===== src/design/ffa_pkg.sv =====
`timescale 1ns / 1ps
`default_nettype none
// Shared types, codes and constants of the first-fit block allocator.
// Has no dependencies; ffa_ctrl, ffa_datapath and the top level use it.
package ffa_pkg;

  localparam int MAX_BLOCKS_DEF       = 64;
  localparam int HEADER_BYTES_DEF     = 24;
  localparam int HEAP_OFFSET_BITS_DEF = 20;

  localparam int ADDR_W  = 48;
  localparam int BYTES_W = 21;
  localparam int SIZE_W  = 22;
  localparam int PADDR_W = 4;
  localparam int PDATA_W = 64;

  localparam logic [BYTES_W-1:0] HEAP_MIN    = 21'd64;
  localparam logic [BYTES_W-1:0] HEAP_MAX    = 21'd1048576;
  localparam logic [SIZE_W-1:0]  ALIGN_MASK  = 22'd7;
  localparam int                 SPLIT_SLACK = 32;

  localparam logic REG_HEAP_BASE = 1'b0;
  localparam logic REG_HEAP_SIZE = 1'b1;

  localparam logic KIND_ALLOC = 1'b0;
  localparam logic KIND_FREE  = 1'b1;

  typedef enum logic [2:0] {
    ST_ALLOCATED = 3'd0,
    ST_ZERO_SIZE = 3'd1,
    ST_NO_MEMORY = 3'd2,
    ST_FREED     = 3'd3,
    ST_NULL      = 3'd4,
    ST_UNKNOWN   = 3'd5,
    ST_DOUBLE    = 3'd6
  } status_t;

  typedef struct packed {
    logic               kind;
    logic [BYTES_W-1:0] request_bytes;
    logic [ADDR_W-1:0]  release_address;
  } in_word_t;

  typedef struct packed {
    logic [ADDR_W-1:0]  granted_address;
    logic [2:0]         status;
    logic [BYTES_W-1:0] used_bytes;
    logic [BYTES_W-1:0] free_bytes;
  } out_word_t;

  typedef struct packed {
    logic load;
    logic init;
    logic chk;
    logic scan;
    logic wnew;
    logic whit;
    logic fin;
  } cmd_t;

  typedef struct packed {
    logic init_pend;
    logic quick;
    logic match;
    logic last;
    logic found;
    logic split;
    logic wr;
  } sts_t;

endpackage
`default_nettype wire


===== src/design/ffa_ram.sv =====
`timescale 1ns / 1ps
`default_nettype none
// Generic single-port RAM with a registered read.
// Has no dependencies.
module ffa_ram #(
  parameter int WIDTH = 8,
  parameter int DEPTH = 64
) (
  input  wire logic                     clk,
  input  wire logic                     we,
  input  wire logic [$clog2(DEPTH)-1:0] addr,
  input  wire logic [WIDTH-1:0]         wdata,
  output logic      [WIDTH-1:0]         rdata
);

  logic [WIDTH-1:0] mem [DEPTH];

  always_ff @(posedge clk) begin
    if (we) begin
      mem[addr] <= wdata;
    end
    rdata <= mem[addr];
  end

endmodule
`default_nettype wire


===== src/design/ffa_ctrl.sv =====
`timescale 1ns / 1ps
`default_nettype none
// Controller state machine of the allocator: sequences table set-up, the scan,
// the write-back and the result. Depends on ffa_pkg.
module ffa_ctrl (
  input  wire logic          clk,
  input  wire logic          rst_n,
  input  wire logic          start,
  input  wire ffa_pkg::sts_t sts,
  output logic               busy,
  output ffa_pkg::cmd_t      cmd
);

  typedef enum logic [7:0] {
    S_IDLE = 8'b00000001,
    S_INIT = 8'b00000010,
    S_CHK  = 8'b00000100,
    S_SCAN = 8'b00001000,
    S_DEC  = 8'b00010000,
    S_WNEW = 8'b00100000,
    S_WHIT = 8'b01000000,
    S_FIN  = 8'b10000000
  } state_t;

  state_t state_r, state_nxt;

  always_comb begin
    state_nxt = state_r;
    cmd       = '0;
    case (state_r)
      S_IDLE: begin
        if (sts.init_pend) begin
          state_nxt = S_INIT;
        end else if (start) begin
          cmd.load  = 1'b1;
          state_nxt = S_CHK;
        end
      end
      S_INIT: begin
        cmd.init  = 1'b1;
        state_nxt = S_IDLE;
      end
      S_CHK: begin
        cmd.chk   = 1'b1;
        state_nxt = sts.quick ? S_FIN : S_SCAN;
      end
      S_SCAN: begin
        cmd.scan = 1'b1;
        if (sts.match || sts.last) begin
          state_nxt = S_DEC;
        end
      end
      S_DEC: begin
        if (sts.found && sts.split) begin
          state_nxt = S_WNEW;
        end else if (sts.found && sts.wr) begin
          state_nxt = S_WHIT;
        end else begin
          state_nxt = S_FIN;
        end
      end
      S_WNEW: begin
        cmd.wnew  = 1'b1;
        state_nxt = S_WHIT;
      end
      S_WHIT: begin
        cmd.whit  = 1'b1;
        state_nxt = S_FIN;
      end
      S_FIN: begin
        cmd.fin   = 1'b1;
        state_nxt = S_IDLE;
      end
      default: begin
        state_nxt = S_IDLE;
      end
    endcase
  end

  always_ff @(posedge clk) begin
    if (!rst_n) begin
      state_r <= S_IDLE;
    end else begin
      state_r <= state_nxt;
    end
  end

  assign busy = (state_r != S_IDLE) || sts.init_pend;

endmodule
`default_nettype wire


===== src/design/ffa_datapath.sv =====
`timescale 1ns / 1ps
`default_nettype none
// Datapath of the allocator: configuration registers, the linked block table
// in RAM, the hit registers and the result word. Depends on ffa_pkg, ffa_ram.
module ffa_datapath #(
  parameter int MAX_BLOCKS       = ffa_pkg::MAX_BLOCKS_DEF,
  parameter int HEADER_BYTES     = ffa_pkg::HEADER_BYTES_DEF,
  parameter int HEAP_OFFSET_BITS = ffa_pkg::HEAP_OFFSET_BITS_DEF
) (
  input  wire logic                          clk,
  input  wire logic                          rst_n,
  input  wire ffa_pkg::cmd_t                 cmd,
  output ffa_pkg::sts_t                      sts,
  input  wire ffa_pkg::in_word_t             in_word,
  input  wire logic                          base_we,
  input  wire logic                          size_we,
  input  wire logic [ffa_pkg::PDATA_W-1:0]   cfg_data,
  output logic      [ffa_pkg::ADDR_W-1:0]    heap_base,
  output logic      [ffa_pkg::BYTES_W-1:0]   heap_len,
  output logic                               out_valid,
  output ffa_pkg::out_word_t                 out_word
);

  localparam int IDXW  = $clog2(MAX_BLOCKS);
  localparam int CNTW  = $clog2(MAX_BLOCKS + 1);
  localparam int OFFW  = HEAP_OFFSET_BITS;
  localparam int BW    = ffa_pkg::BYTES_W;
  localparam int SZW   = ffa_pkg::SIZE_W;
  localparam int AW    = ffa_pkg::ADDR_W;
  localparam int SW    = ((OFFW > SZW) ? OFFW : SZW) + 1;
  localparam int ENT_W = IDXW + OFFW + BW + 1;

  logic [AW-1:0]   base_r;
  logic [BW-1:0]   hsize_r;
  logic            init_pend_r;
  logic [CNTW-1:0] count_r;
  logic [BW-1:0]   used_r, used_nxt;
  logic            kind_r;
  logic [SZW-1:0]  size_r;
  logic [AW-1:0]   rel_r;
  logic            quick_r;
  logic [IDXW-1:0] k_r, rd_idx_r;
  logic            found_r, split_r;
  logic [IDXW-1:0] hit_idx_r, hit_next_r;
  logic [OFFW-1:0] hit_off_r;
  logic [BW-1:0]   hit_len_r;
  logic            hit_taken_r;
  logic            out_valid_r;
  ffa_pkg::out_word_t out_word_r;

  logic             ram_we;
  logic [IDXW-1:0]  ram_addr;
  logic [ENT_W-1:0] ram_wdata, ram_rdata;
  logic [IDXW-1:0]  rd_next;
  logic [OFFW-1:0]  rd_off;
  logic             rd_taken;
  logic [BW-1:0]    rd_len;
  logic [BW-1:0]    wsize;
  logic [BW-1:0]    cfg_size;
  logic             match;
  logic             last;
  logic             split_ok;
  logic [OFFW-1:0]  new_off;
  logic [BW-1:0]    new_len;
  logic [BW-1:0]    fin_len;
  logic [2:0]       status;
  logic [SZW-1:0]   size_in;

  assign rd_next  = ram_rdata[ENT_W-1 -: IDXW];
  assign rd_off   = ram_rdata[BW+1 +: OFFW];
  assign rd_len   = ram_rdata[1 +: BW];
  assign rd_taken = ram_rdata[0];
  assign wsize    = size_r[BW-1:0];

  assign match = (kind_r == ffa_pkg::KIND_ALLOC) ?
                 (!rd_taken && (SZW'(rd_len) >= size_r)) :
                 ((base_r + AW'(rd_off) + AW'(HEADER_BYTES)) == rel_r);
  assign last  = (CNTW'(k_r) + CNTW'(1)) == count_r;
  assign split_ok = (kind_r == ffa_pkg::KIND_ALLOC) &&
                    ((SZW + 1)'(rd_len) >= ((SZW + 1)'(size_r) + (SZW + 1)'(HEADER_BYTES) +
                                            (SZW + 1)'(ffa_pkg::SPLIT_SLACK))) &&
                    (count_r < CNTW'(MAX_BLOCKS));

  assign new_off = OFFW'(SW'(hit_off_r) + SW'(HEADER_BYTES) + SW'(size_r));
  assign new_len = BW'(hit_len_r - wsize - BW'(HEADER_BYTES));
  assign fin_len = split_r ? wsize : hit_len_r;

  always_comb begin
    cfg_size = cfg_data[BW-1:0];
    if (cfg_size < ffa_pkg::HEAP_MIN) begin
      cfg_size = ffa_pkg::HEAP_MIN;
    end else if (cfg_size > ffa_pkg::HEAP_MAX) begin
      cfg_size = ffa_pkg::HEAP_MAX;
    end
  end

  always_comb begin
    ram_we    = cmd.init | cmd.wnew | cmd.whit;
    ram_addr  = '0;
    ram_wdata = {IDXW'(0), OFFW'(0), BW'(hsize_r - BW'(HEADER_BYTES)), 1'b0};
    if (cmd.scan) begin
      ram_addr = rd_next;
    end else if (cmd.wnew) begin
      ram_addr  = count_r[IDXW-1:0];
      ram_wdata = {hit_next_r, new_off, new_len, 1'b0};
    end else if (cmd.whit) begin
      ram_addr  = hit_idx_r;
      ram_wdata = {split_r ? count_r[IDXW-1:0] : hit_next_r, hit_off_r, fin_len,
                   kind_r == ffa_pkg::KIND_ALLOC};
    end
  end

  ffa_ram #(.WIDTH(ENT_W), .DEPTH(MAX_BLOCKS)) u_table (
    .clk   (clk),
    .we    (ram_we),
    .addr  (ram_addr),
    .wdata (ram_wdata),
    .rdata (ram_rdata)
  );

  always_comb begin
    used_nxt = used_r;
    if (kind_r == ffa_pkg::KIND_ALLOC) begin
      if (quick_r) begin
        status = ffa_pkg::ST_ZERO_SIZE;
      end else if (!found_r) begin
        status = ffa_pkg::ST_NO_MEMORY;
      end else begin
        status   = ffa_pkg::ST_ALLOCATED;
        used_nxt = BW'(used_r + fin_len + BW'(HEADER_BYTES));
      end
    end else begin
      if (quick_r) begin
        status = ffa_pkg::ST_NULL;
      end else if (!found_r) begin
        status = ffa_pkg::ST_UNKNOWN;
      end else if (!hit_taken_r) begin
        status = ffa_pkg::ST_DOUBLE;
      end else begin
        status   = ffa_pkg::ST_FREED;
        used_nxt = BW'(used_r - hit_len_r - BW'(HEADER_BYTES));
      end
    end
  end

  assign size_in = (SZW'(in_word.request_bytes) + ffa_pkg::ALIGN_MASK) & ~ffa_pkg::ALIGN_MASK;

  always_ff @(posedge clk) begin
    if (!rst_n) begin
      base_r      <= '0;
      hsize_r     <= ffa_pkg::HEAP_MAX;
      init_pend_r <= 1'b1;
      count_r     <= CNTW'(1);
      used_r      <= '0;
      out_valid_r <= 1'b0;
    end else begin
      out_valid_r <= cmd.fin;
      if (base_we) begin
        base_r <= cfg_data[AW-1:0];
      end
      if (size_we) begin
        hsize_r     <= cfg_size;
        init_pend_r <= 1'b1;
        count_r     <= CNTW'(1);
        used_r      <= '0;
      end else if (cmd.init) begin
        init_pend_r <= 1'b0;
      end else if (cmd.fin) begin
        used_r <= used_nxt;
        if (found_r && split_r && kind_r == ffa_pkg::KIND_ALLOC) begin
          count_r <= count_r + CNTW'(1);
        end
      end
    end
  end

  always_ff @(posedge clk) begin
    if (cmd.load) begin
      kind_r  <= in_word.kind;
      size_r  <= size_in;
      rel_r   <= in_word.release_address;
      quick_r <= (in_word.kind == ffa_pkg::KIND_ALLOC) ? (in_word.request_bytes == '0) :
                                                         (in_word.release_address == '0);
      found_r <= 1'b0;
      split_r <= 1'b0;
    end
    if (cmd.chk) begin
      k_r      <= '0;
      rd_idx_r <= '0;
    end
    if (cmd.scan) begin
      if (match || last) begin
        found_r     <= match;
        split_r     <= split_ok;
        hit_idx_r   <= rd_idx_r;
        hit_next_r  <= rd_next;
        hit_off_r   <= rd_off;
        hit_len_r   <= rd_len;
        hit_taken_r <= rd_taken;
      end else begin
        k_r      <= k_r + IDXW'(1);
        rd_idx_r <= rd_next;
      end
    end
    if (cmd.fin) begin
      out_word_r.granted_address <= (status == ffa_pkg::ST_ALLOCATED) ?
                                    (base_r + AW'(hit_off_r) + AW'(HEADER_BYTES)) : '0;
      out_word_r.status     <= status;
      out_word_r.used_bytes <= used_nxt;
      out_word_r.free_bytes <= BW'(hsize_r - used_nxt);
    end
  end

  assign sts.init_pend = init_pend_r;
  assign sts.quick     = quick_r;
  assign sts.match     = match;
  assign sts.last      = last;
  assign sts.found     = found_r;
  assign sts.split     = split_r;
  assign sts.wr        = (kind_r == ffa_pkg::KIND_ALLOC) || hit_taken_r;

  assign heap_base = base_r;
  assign heap_len  = hsize_r;
  assign out_valid = out_valid_r;
  assign out_word  = out_word_r;

endmodule
`default_nettype wire


===== src/design/first_fit_block_allocator_top.sv =====
`timescale 1ns / 1ps
`default_nettype none
// Top level of the first-fit block allocator: register port, controller and datapath.
// Depends on ffa_pkg, ffa_ctrl, ffa_datapath.

// One request is taken while start is high and busy is low, and its result word appears
// on out_word for a single cycle with out_valid high; the receiver cannot stall it. A
// request walks the block table in address order, one entry per cycle through the table
// RAM's registered read port, until it finds a matching entry or reaches the last one.
// Zero-size and null requests skip the walk and go straight to the result. After reset
// and after each write of the heap size the block is busy while the first table entry
// is written.
module first_fit_block_allocator_top #(
  parameter int MAX_BLOCKS       = ffa_pkg::MAX_BLOCKS_DEF,
  parameter int HEADER_BYTES     = ffa_pkg::HEADER_BYTES_DEF,
  parameter int HEAP_OFFSET_BITS = ffa_pkg::HEAP_OFFSET_BITS_DEF
) (
  input  wire logic                        clk,
  input  wire logic                        rst_n,
  input  wire logic                        start,
  output logic                             busy,
  input  wire ffa_pkg::in_word_t           in_word,
  output logic                             out_valid,
  output ffa_pkg::out_word_t               out_word,
  input  wire logic                        psel,
  input  wire logic                        penable,
  input  wire logic                        pwrite,
  input  wire logic [ffa_pkg::PADDR_W-1:0] paddr,
  input  wire logic [ffa_pkg::PDATA_W-1:0] pwdata,
  output logic      [ffa_pkg::PDATA_W-1:0] prdata,
  output logic                             pready
);

  ffa_pkg::cmd_t cmd;
  ffa_pkg::sts_t sts;
  logic          wr_en;
  logic [ffa_pkg::ADDR_W-1:0]  heap_base;
  logic [ffa_pkg::BYTES_W-1:0] heap_len;

  assign pready = 1'b1;
  assign wr_en  = psel && penable && pwrite && pready;
  assign prdata = (paddr[3] == ffa_pkg::REG_HEAP_BASE) ?
                  ffa_pkg::PDATA_W'(heap_base) : ffa_pkg::PDATA_W'(heap_len);

  ffa_ctrl u_ctrl (
    .clk   (clk),
    .rst_n (rst_n),
    .start (start),
    .sts   (sts),
    .busy  (busy),
    .cmd   (cmd)
  );

  ffa_datapath #(
    .MAX_BLOCKS       (MAX_BLOCKS),
    .HEADER_BYTES     (HEADER_BYTES),
    .HEAP_OFFSET_BITS (HEAP_OFFSET_BITS)
  ) u_dp (
    .clk       (clk),
    .rst_n     (rst_n),
    .cmd       (cmd),
    .sts       (sts),
    .in_word   (in_word),
    .base_we   (wr_en && paddr[3] == ffa_pkg::REG_HEAP_BASE),
    .size_we   (wr_en && paddr[3] == ffa_pkg::REG_HEAP_SIZE),
    .cfg_data  (pwdata),
    .heap_base (heap_base),
    .heap_len  (heap_len),
    .out_valid (out_valid),
    .out_word  (out_word)
  );

  a_accept_busy: assert property (@(posedge clk) disable iff (!rst_n)
    start && !busy |=> busy)
    else $error("accepted word did not raise busy");

  a_single_strobe: assert property (@(posedge clk) disable iff (!rst_n)
    out_valid |=> !out_valid)
    else $error("result strobe lasted more than one cycle");

  a_result_after_fin: assert property (@(posedge clk) disable iff (!rst_n)
    cmd.fin |=> out_valid)
    else $error("finished request gave no result");

  a_ok_addr: assert property (@(posedge clk) disable iff (!rst_n)
    out_valid && out_word.status != ffa_pkg::ST_ALLOCATED |-> out_word.granted_address == '0)
    else $error("address given on a failed or free request");

endmodule
`default_nettype wire

===== config.mk =====
export PLATFORM = sky130hd
export DESIGN_NAME = first_fit_block_allocator_top
export DESIGN_NICKNAME = d
export VERILOG_FILES = /design/src/design/ffa_pkg.sv /design/src/design/ffa_ram.sv /design/src/design/ffa_ctrl.sv /design/src/design/ffa_datapath.sv /design/src/design/first_fit_block_allocator_top.sv
export SDC_FILE = /design/constraint.sdc
export NUM_CORES = 2
export LEC_CHECK = 0
export CAP_MARGIN = 20
export CORE_UTILIZATION = 55
export CTS_CLUSTER_SIZE = 16
export DETAILED_ROUTE_END_ITERATION = 8
export DONT_BUFFER_PORTS = 1
export PLACE_DENSITY = 0.68
export SYNTH_ARGS = -nofsm -noshare
export SYNTH_HDL_FRONTEND = slang
export SYNTH_SLANG_ARGS = --single-unit

===== constraint.sdc =====
create_clock -name clk -period 14.31 [get_ports clk]
set_clock_uncertainty 0.05 [all_clocks]
set_input_delay 2.862 -clock clk [delete_from_list [all_inputs] [get_ports clk]]
set_output_delay 2.862 -clock clk [all_outputs]
set_load 0.05 [all_outputs]

======== Yosys cells after proc, flatten, opt, wreduce, memory -nomap -nowiden ========
Memories as Yosys holds them, arrays and structs flattened. A register that Yosys moved wholly into a read port is not among the register bits.
Index checks and enable logic that the tools add are counted.
storage, ports and cells
  register bits after elaboration ......... 337
  RAM bits ................................ 3072
  output and inout bits ................... 160
  memories ................................ 1
memory list
  name              words  bits a word  read ports  clocked after memory_dff  write ports  RTL line       source
  u_dp.u_table.mem  64     48           1           1                         1            ffa_ram.sv:16  logic [WIDTH-1:0] mem [DEPTH];
cells by class
  add/subtract/negate cells ............... 20
  $lt $le $gt $ge ......................... 5
  equality and inequality tests ........... 13
  multiplexer cells ....................... 55
  bitwise logic cells ..................... 6
  reduce and logical (&&, ||, !) cells .... 22
operators with widths
  operator                 number
  $mux W48                 4
  $mux W21                 9
  $add A48 B20 Y48         2
  $add A48 B5 Y48 const B  2
  $sub A21 B21 Y21         3
  $sub A21 B5 Y21 const B  3
  $mux W6                  10
  $eq A48 B48 Y1           1
  $logic_not A48 Y1        1
  $mux W8                  6
  $pmux W8 S6              1
  $add A22 B5 Y23 const B  1
  $add A23 B6 Y23 const B  1
  $ge A21 B23 Y1           1
  $add A21 B3 Y22 const B  1
  $ge A21 B22 Y1           1
  $add A21 B21 Y21         1
  $add A21 B5 Y21 const B  1
  $gt A21 B21 Y1 const B   1
  $logic_not A21 Y1        1
  $lt A21 B7 Y1 const B    1
  $add A20 B20 Y20         1
  $add A20 B5 Y20 const B  1
  $mux W1                  19
  27 further kinds         48

======== Longest topological paths before layout ========
  word-level depth ........................ 7
  mapped depth ............................ 28
  depth with buffers taken out ............ 26

======== Hierarchy ========
From an unflattened synthesis, not the netlist that was laid out.
second synthesis, totals
  cells, all modules ...................... 9014
  area total of the unflattened synthesis .. 142623.0 um^2
by module, submodules not included
  module                         times used  cells each  area each (um^2)  seq. area each (um^2)
  ffa_ram                        1           6380        117525.2          93209.4
  ffa_datapath                   1           2501        23984.3           8748.4
  first_fit_block_allocator_top  1           74          596.8             0.0
  ffa_ctrl                       1           59          516.7             160.2

======== Worst setup path before layout ========
OpenSTA, ideal clock, no wires.
  path kind ............................... input port to output port
  from .................................... input port paddr[3] (netlist name)
  to ...................................... output port prdata[3] (netlist name)
  arrival ................................. 4.316 ns
  setup slack ............................. 7.082 ns
  stages .................................. 3
  path through ............................ clkbuf_1 > clkbuf_1 > o21ai_0
on the way
  cells in the longest elaborated chain, start to end .. 1
ends and longest elaborated chain
  item                RTL line                             source
  start: declaration  first_fit_block_allocator_top.sv:28  input wire logic [ffa_pkg::PADDR_W-1:0] paddr,
  $mux W48            first_fit_block_allocator_top.sv:42  assign prdata = (paddr[3] == ffa_pkg::REG_HEAP_BASE) ?
  end: declaration    first_fit_block_allocator_top.sv:30  output logic [ffa_pkg::PDATA_W-1:0] prdata,
Every way passes these cells.

======== Worst setup path in the final report ========
  from .................................... register u_ctrl.state_r[7]
  to ...................................... memory u_dp.u_table.mem[52][12] (netlist name) (enable)
on the way
  cells in the longest elaborated chain, start to end .. 6
  elaborated cells on any way between the ends .. 15
  classes of those cells .................. eq/ne: 4; mux: 9; bitwise: 2
ends and longest elaborated chain
  item                                                 RTL line            source
  start: declaration                                   ffa_ctrl.sv:25      state_t state_r, state_nxt;
  start signal: assignment                             ffa_ctrl.sv:84      state_r <= state_nxt;
  $eq A8 B2 Y1 / $eq A8 B6 Y1 (equally long branches)  ffa_ctrl.sv:30      case (state_r)
  $mux W1                                              ffa_ctrl.sv:30
  $or A1 B1 Y1 (2 in series)                           ffa_datapath.sv:98  ram_we = cmd.init | cmd.wnew | cmd.whit;
  $mux W1                                              ffa_ram.sv:19       if (we) begin
  $mux W1 (implied by the code)                        ffa_ram.sv:20       mem[addr] <= wdata;
  end: declaration                                     ffa_ram.sv:16
Several ways; a longest one is shown, not always the timed one.

==> results.cfg <==
[outcome]
status = finished, final reports clean

[worst_setup_path]
startpoint_type = register
cp.arrival_ns = 7.56
max_stage_delay_ns = 1.13
crit_required_ns = 14.84
critPathKind = register to register
crit_chain = nor4_1 > nand2_1 > nor3b_2 > buf_4 > a22oi_1 > o21ai_2 > nand2_1 > nor2_4 > buf_4 > nand2_1 > nor2_4 > buf_4
cpMaxStageDelayCell = nor2_4
cp-end-kind = register
critPathMaxFanout = 34

[final_layout]
nFillCells = 17100
seq_area_mm2 = 0.102
multi_input_area_mm2 = 0.0315
layout_common_cells = edfxtp_1, a22oi_1, clkbuf_16
final_cells = 12000
drive_gt1_frac = 0.106
fin_area_mm2 = 0.152
fin_nets = 8974
layout_commonest_cell = edfxtp_1
area_delta_synth_final_pct = 12.1

[routing]
viasPerCell = 7.02
wl_mm = 422
drtAntennaViolNets = 0
num_vias = 84400
drc = 0
dr.pass1.iters = 6
wl_per_cell_um = 35.1
drtIter0Drc = 13500

[floorplan]
fp.dieH_um = 498
rows = 181
core_area_mm2 = 0.244
start_util = 0.555
io_pins = 304
chipWidth_um = 498
dieArea_mm2 = 0.248

[timing]
fmax_mhz = 142
whs_ns = 0.384
slew_violations = 0
hold_violations = 0
min_period_over_period = 0.492
setup_tns_ns = 0
setup_viol = 0
worst_pin_slew_ns = 1.21
slew-limit-headroom = 0.190
post-route-min-period_ns = 7.03
rsz0062_at_grt = false

[synthesis]
synth_cells = 8397
ys_seq_elements = 3457
syn_area_per_cell_um2 = 16.1
synthTopCellsByArea = edfxtp_1, a22oi_1, ha_1
yosysUniqueCellTypes = 84
async_flop_share = 0
syn_area_mm2 = 0.135
ys_seq_area_frac = 0.754
yosys_warnings = 0
post-synth-top-area-cell = edfxtp_1
synth_ff_type = edfxtp_1
synth_edf_count = 3288
synth_top_area_frac = 0.729

[clock_network]
cts.clk_slew.worst_paths_ns = 0.06
cts_tree = yes
htreeDepth = 5
clock_latency_ns = 0.98
cts_root_buffer = clkbuf_16
cts_buffers = 351
cts_setup_buffers = 0
clock_path_buffers = 4
ctsResizeCount = 0
clock_sinks = 3457
hold_buffers = 0

[grt]
track_usage = 0.333
grt_pass1_wl_mm = 588
grt_max_degree = 110
grt.overflow.total = 0
grt_pass1_vias = 80200
antenna_found_initial = 14

[power_and_ir_drop]
comb_power_share = 0.024
netSwitchingFraction = 0.203
ir_drop_v = 0.000144
leakagePower_nw = 48.0
p_sw_mw = 4.15
power.share.clock = 0.434
p_per_area_mw_per_mm2 = 135
p_seq_frac = 0.543
intPower_mw = 16.3

[placement]
hpwl_mm = 233
post_dp_cell_area_mm2 = 0.141
placed_cells = 11400
gp_congestion = 0.903
io_buffers = 0

[hold_path]
worstHoldPathType = register to register

[flow_run]
maxCapViolCount = 0
[critical path, delay by kind of cell, from the launching register on]
family,cells,cell delay [ns]
compound gates,2,0.46
buf+inv,3,1.93
flops,1,0.36
simple gates,7,3.72
[area by class of cell]
| type | instances | share of cell area |
|---|---|---|
| multi-input combinational | 4234 | 0.207 |
| timing repair buffer | 272 | 0.0156 |
| inverter | 227 | 0.00561 |
| tap | 3202 | 0.0264 |
| antenna | 13 | 0.000214 |
| clock buffer | 449 | 0.0621 |
| clock inverter | 173 | 0.0100 |
| sequential | 3457 | 0.673 |
[layer usage]
layer | global-route usage | share of wire | vias to the layer above
li1 | - | - | 34500
met1 | 0.448 | 0.36 | 42500
met2 | 0.520 | 0.46 | 6370
met3 | 0.0846 | 0.13 | 1058
met4 | 0.135 | 0.045 | 8
met5 | 0 | 0.00011 | -
[path summary, 6_finish.rpt]
check	start	cells past startpoint	slack, ns	endpoint
max	u_ctrl.state_r[7]	12	7.28	u_dp.u_table.mem[52][12]
min	u_dp.rd_idx_r[2]	0	0.38	u_dp.hit_idx_r[2]
max reg2reg	u_ctrl.state_r[7]	12	7.28	u_dp.u_table.mem[52][12]
min reg2reg	u_dp.rd_idx_r[2]	0	0.38	u_dp.hit_idx_r[2]
[power groups by stage]
stage	logic, mW	clock network, mW	registers (mW)
finish	0.482	8.86	11.1
CTS	0.471	8.88	11.1
global route	0.521	9.26	11.1
global placement	0.456	0	11.3
detailed placement	0.469	0	11.3
floorplan	0.325	0	11.3
[synth_stat cells, types with 23 or more instances]
| cell type | n |
|---|---|
| a22oi_1 | 1034 |
| xor2_1 | 94 |
| nor2b_1 | 49 |
| nand4_1 | 147 |
| ha_1 | 281 |
| a21boi_0 | 55 |
| a21o_1 | 57 |
| o21ai_0 | 129 |
| nand3_1 | 142 |
| a31oi_1 | 242 |
| a22o_1 | 306 |
| mux2_2 | 23 |
| buf_1 | 100 |
| o21bai_1 | 30 |
| xnor2_1 | 157 |
| nor3_1 | 57 |
| edfxtp_1 | 3288 |
| inv_1 | 227 |
| a211oi_1 | 23 |
| nand2_1 | 319 |
| dfxtp_1 | 169 |
| a21oi_1 | 176 |
| a221oi_1 | 294 |
| clkbuf_1 | 297 |
| buf_2 | 76 |
| nor2_1 | 248 |
| nor4_1 | 78 |
[stage by stage]
step	utilization	total power [mW]	setup WS [ns]
floorplan	-	11.6	7.08
global route	0.622	20.9	7.13
global placement	0.576	11.8	6.92
CTS	0.621	20.4	6.68
finish	0.622	20.4	7.28
detailed placement	0.576	11.8	6.69
[sequential cells by signal (all words and copies together), names as in the netlist, 21 cells and up]
register / count
u_dp.hit_len_r: 21
u_dp.heap_len: 21
u_dp.out_word: 93
u_dp.rel_r: 48
u_dp.u_table.mem: 3072
u_dp.heap_base: 48
u_dp.u_table.rdata: 48
u_dp.used_r: 21
[kinds of logic (layout without fill, tap and decap cells)]
| family | count (synthesis) | count (layout) | synth area share |
|---|---|---|---|
| and+or+nand+nor | 1172 | 1172 | 0.0428 |
| adders and majority gates | 293 | 293 | 0.0273 |
| AOI/OAI and AO/OA | 2463 | 2463 | 0.135 |
| buffers and inverters | 721 | 1121 | 0.0212 |
| DFF | 3457 | 3457 | 0.754 |
| xor gates and xnor gates | 251 | 251 | 0.0162 |
| other | 2 | 30 | 0.0000555 |
| muxes | 38 | 38 | 0.00302 |
Power figures use the tool's default switching activity.
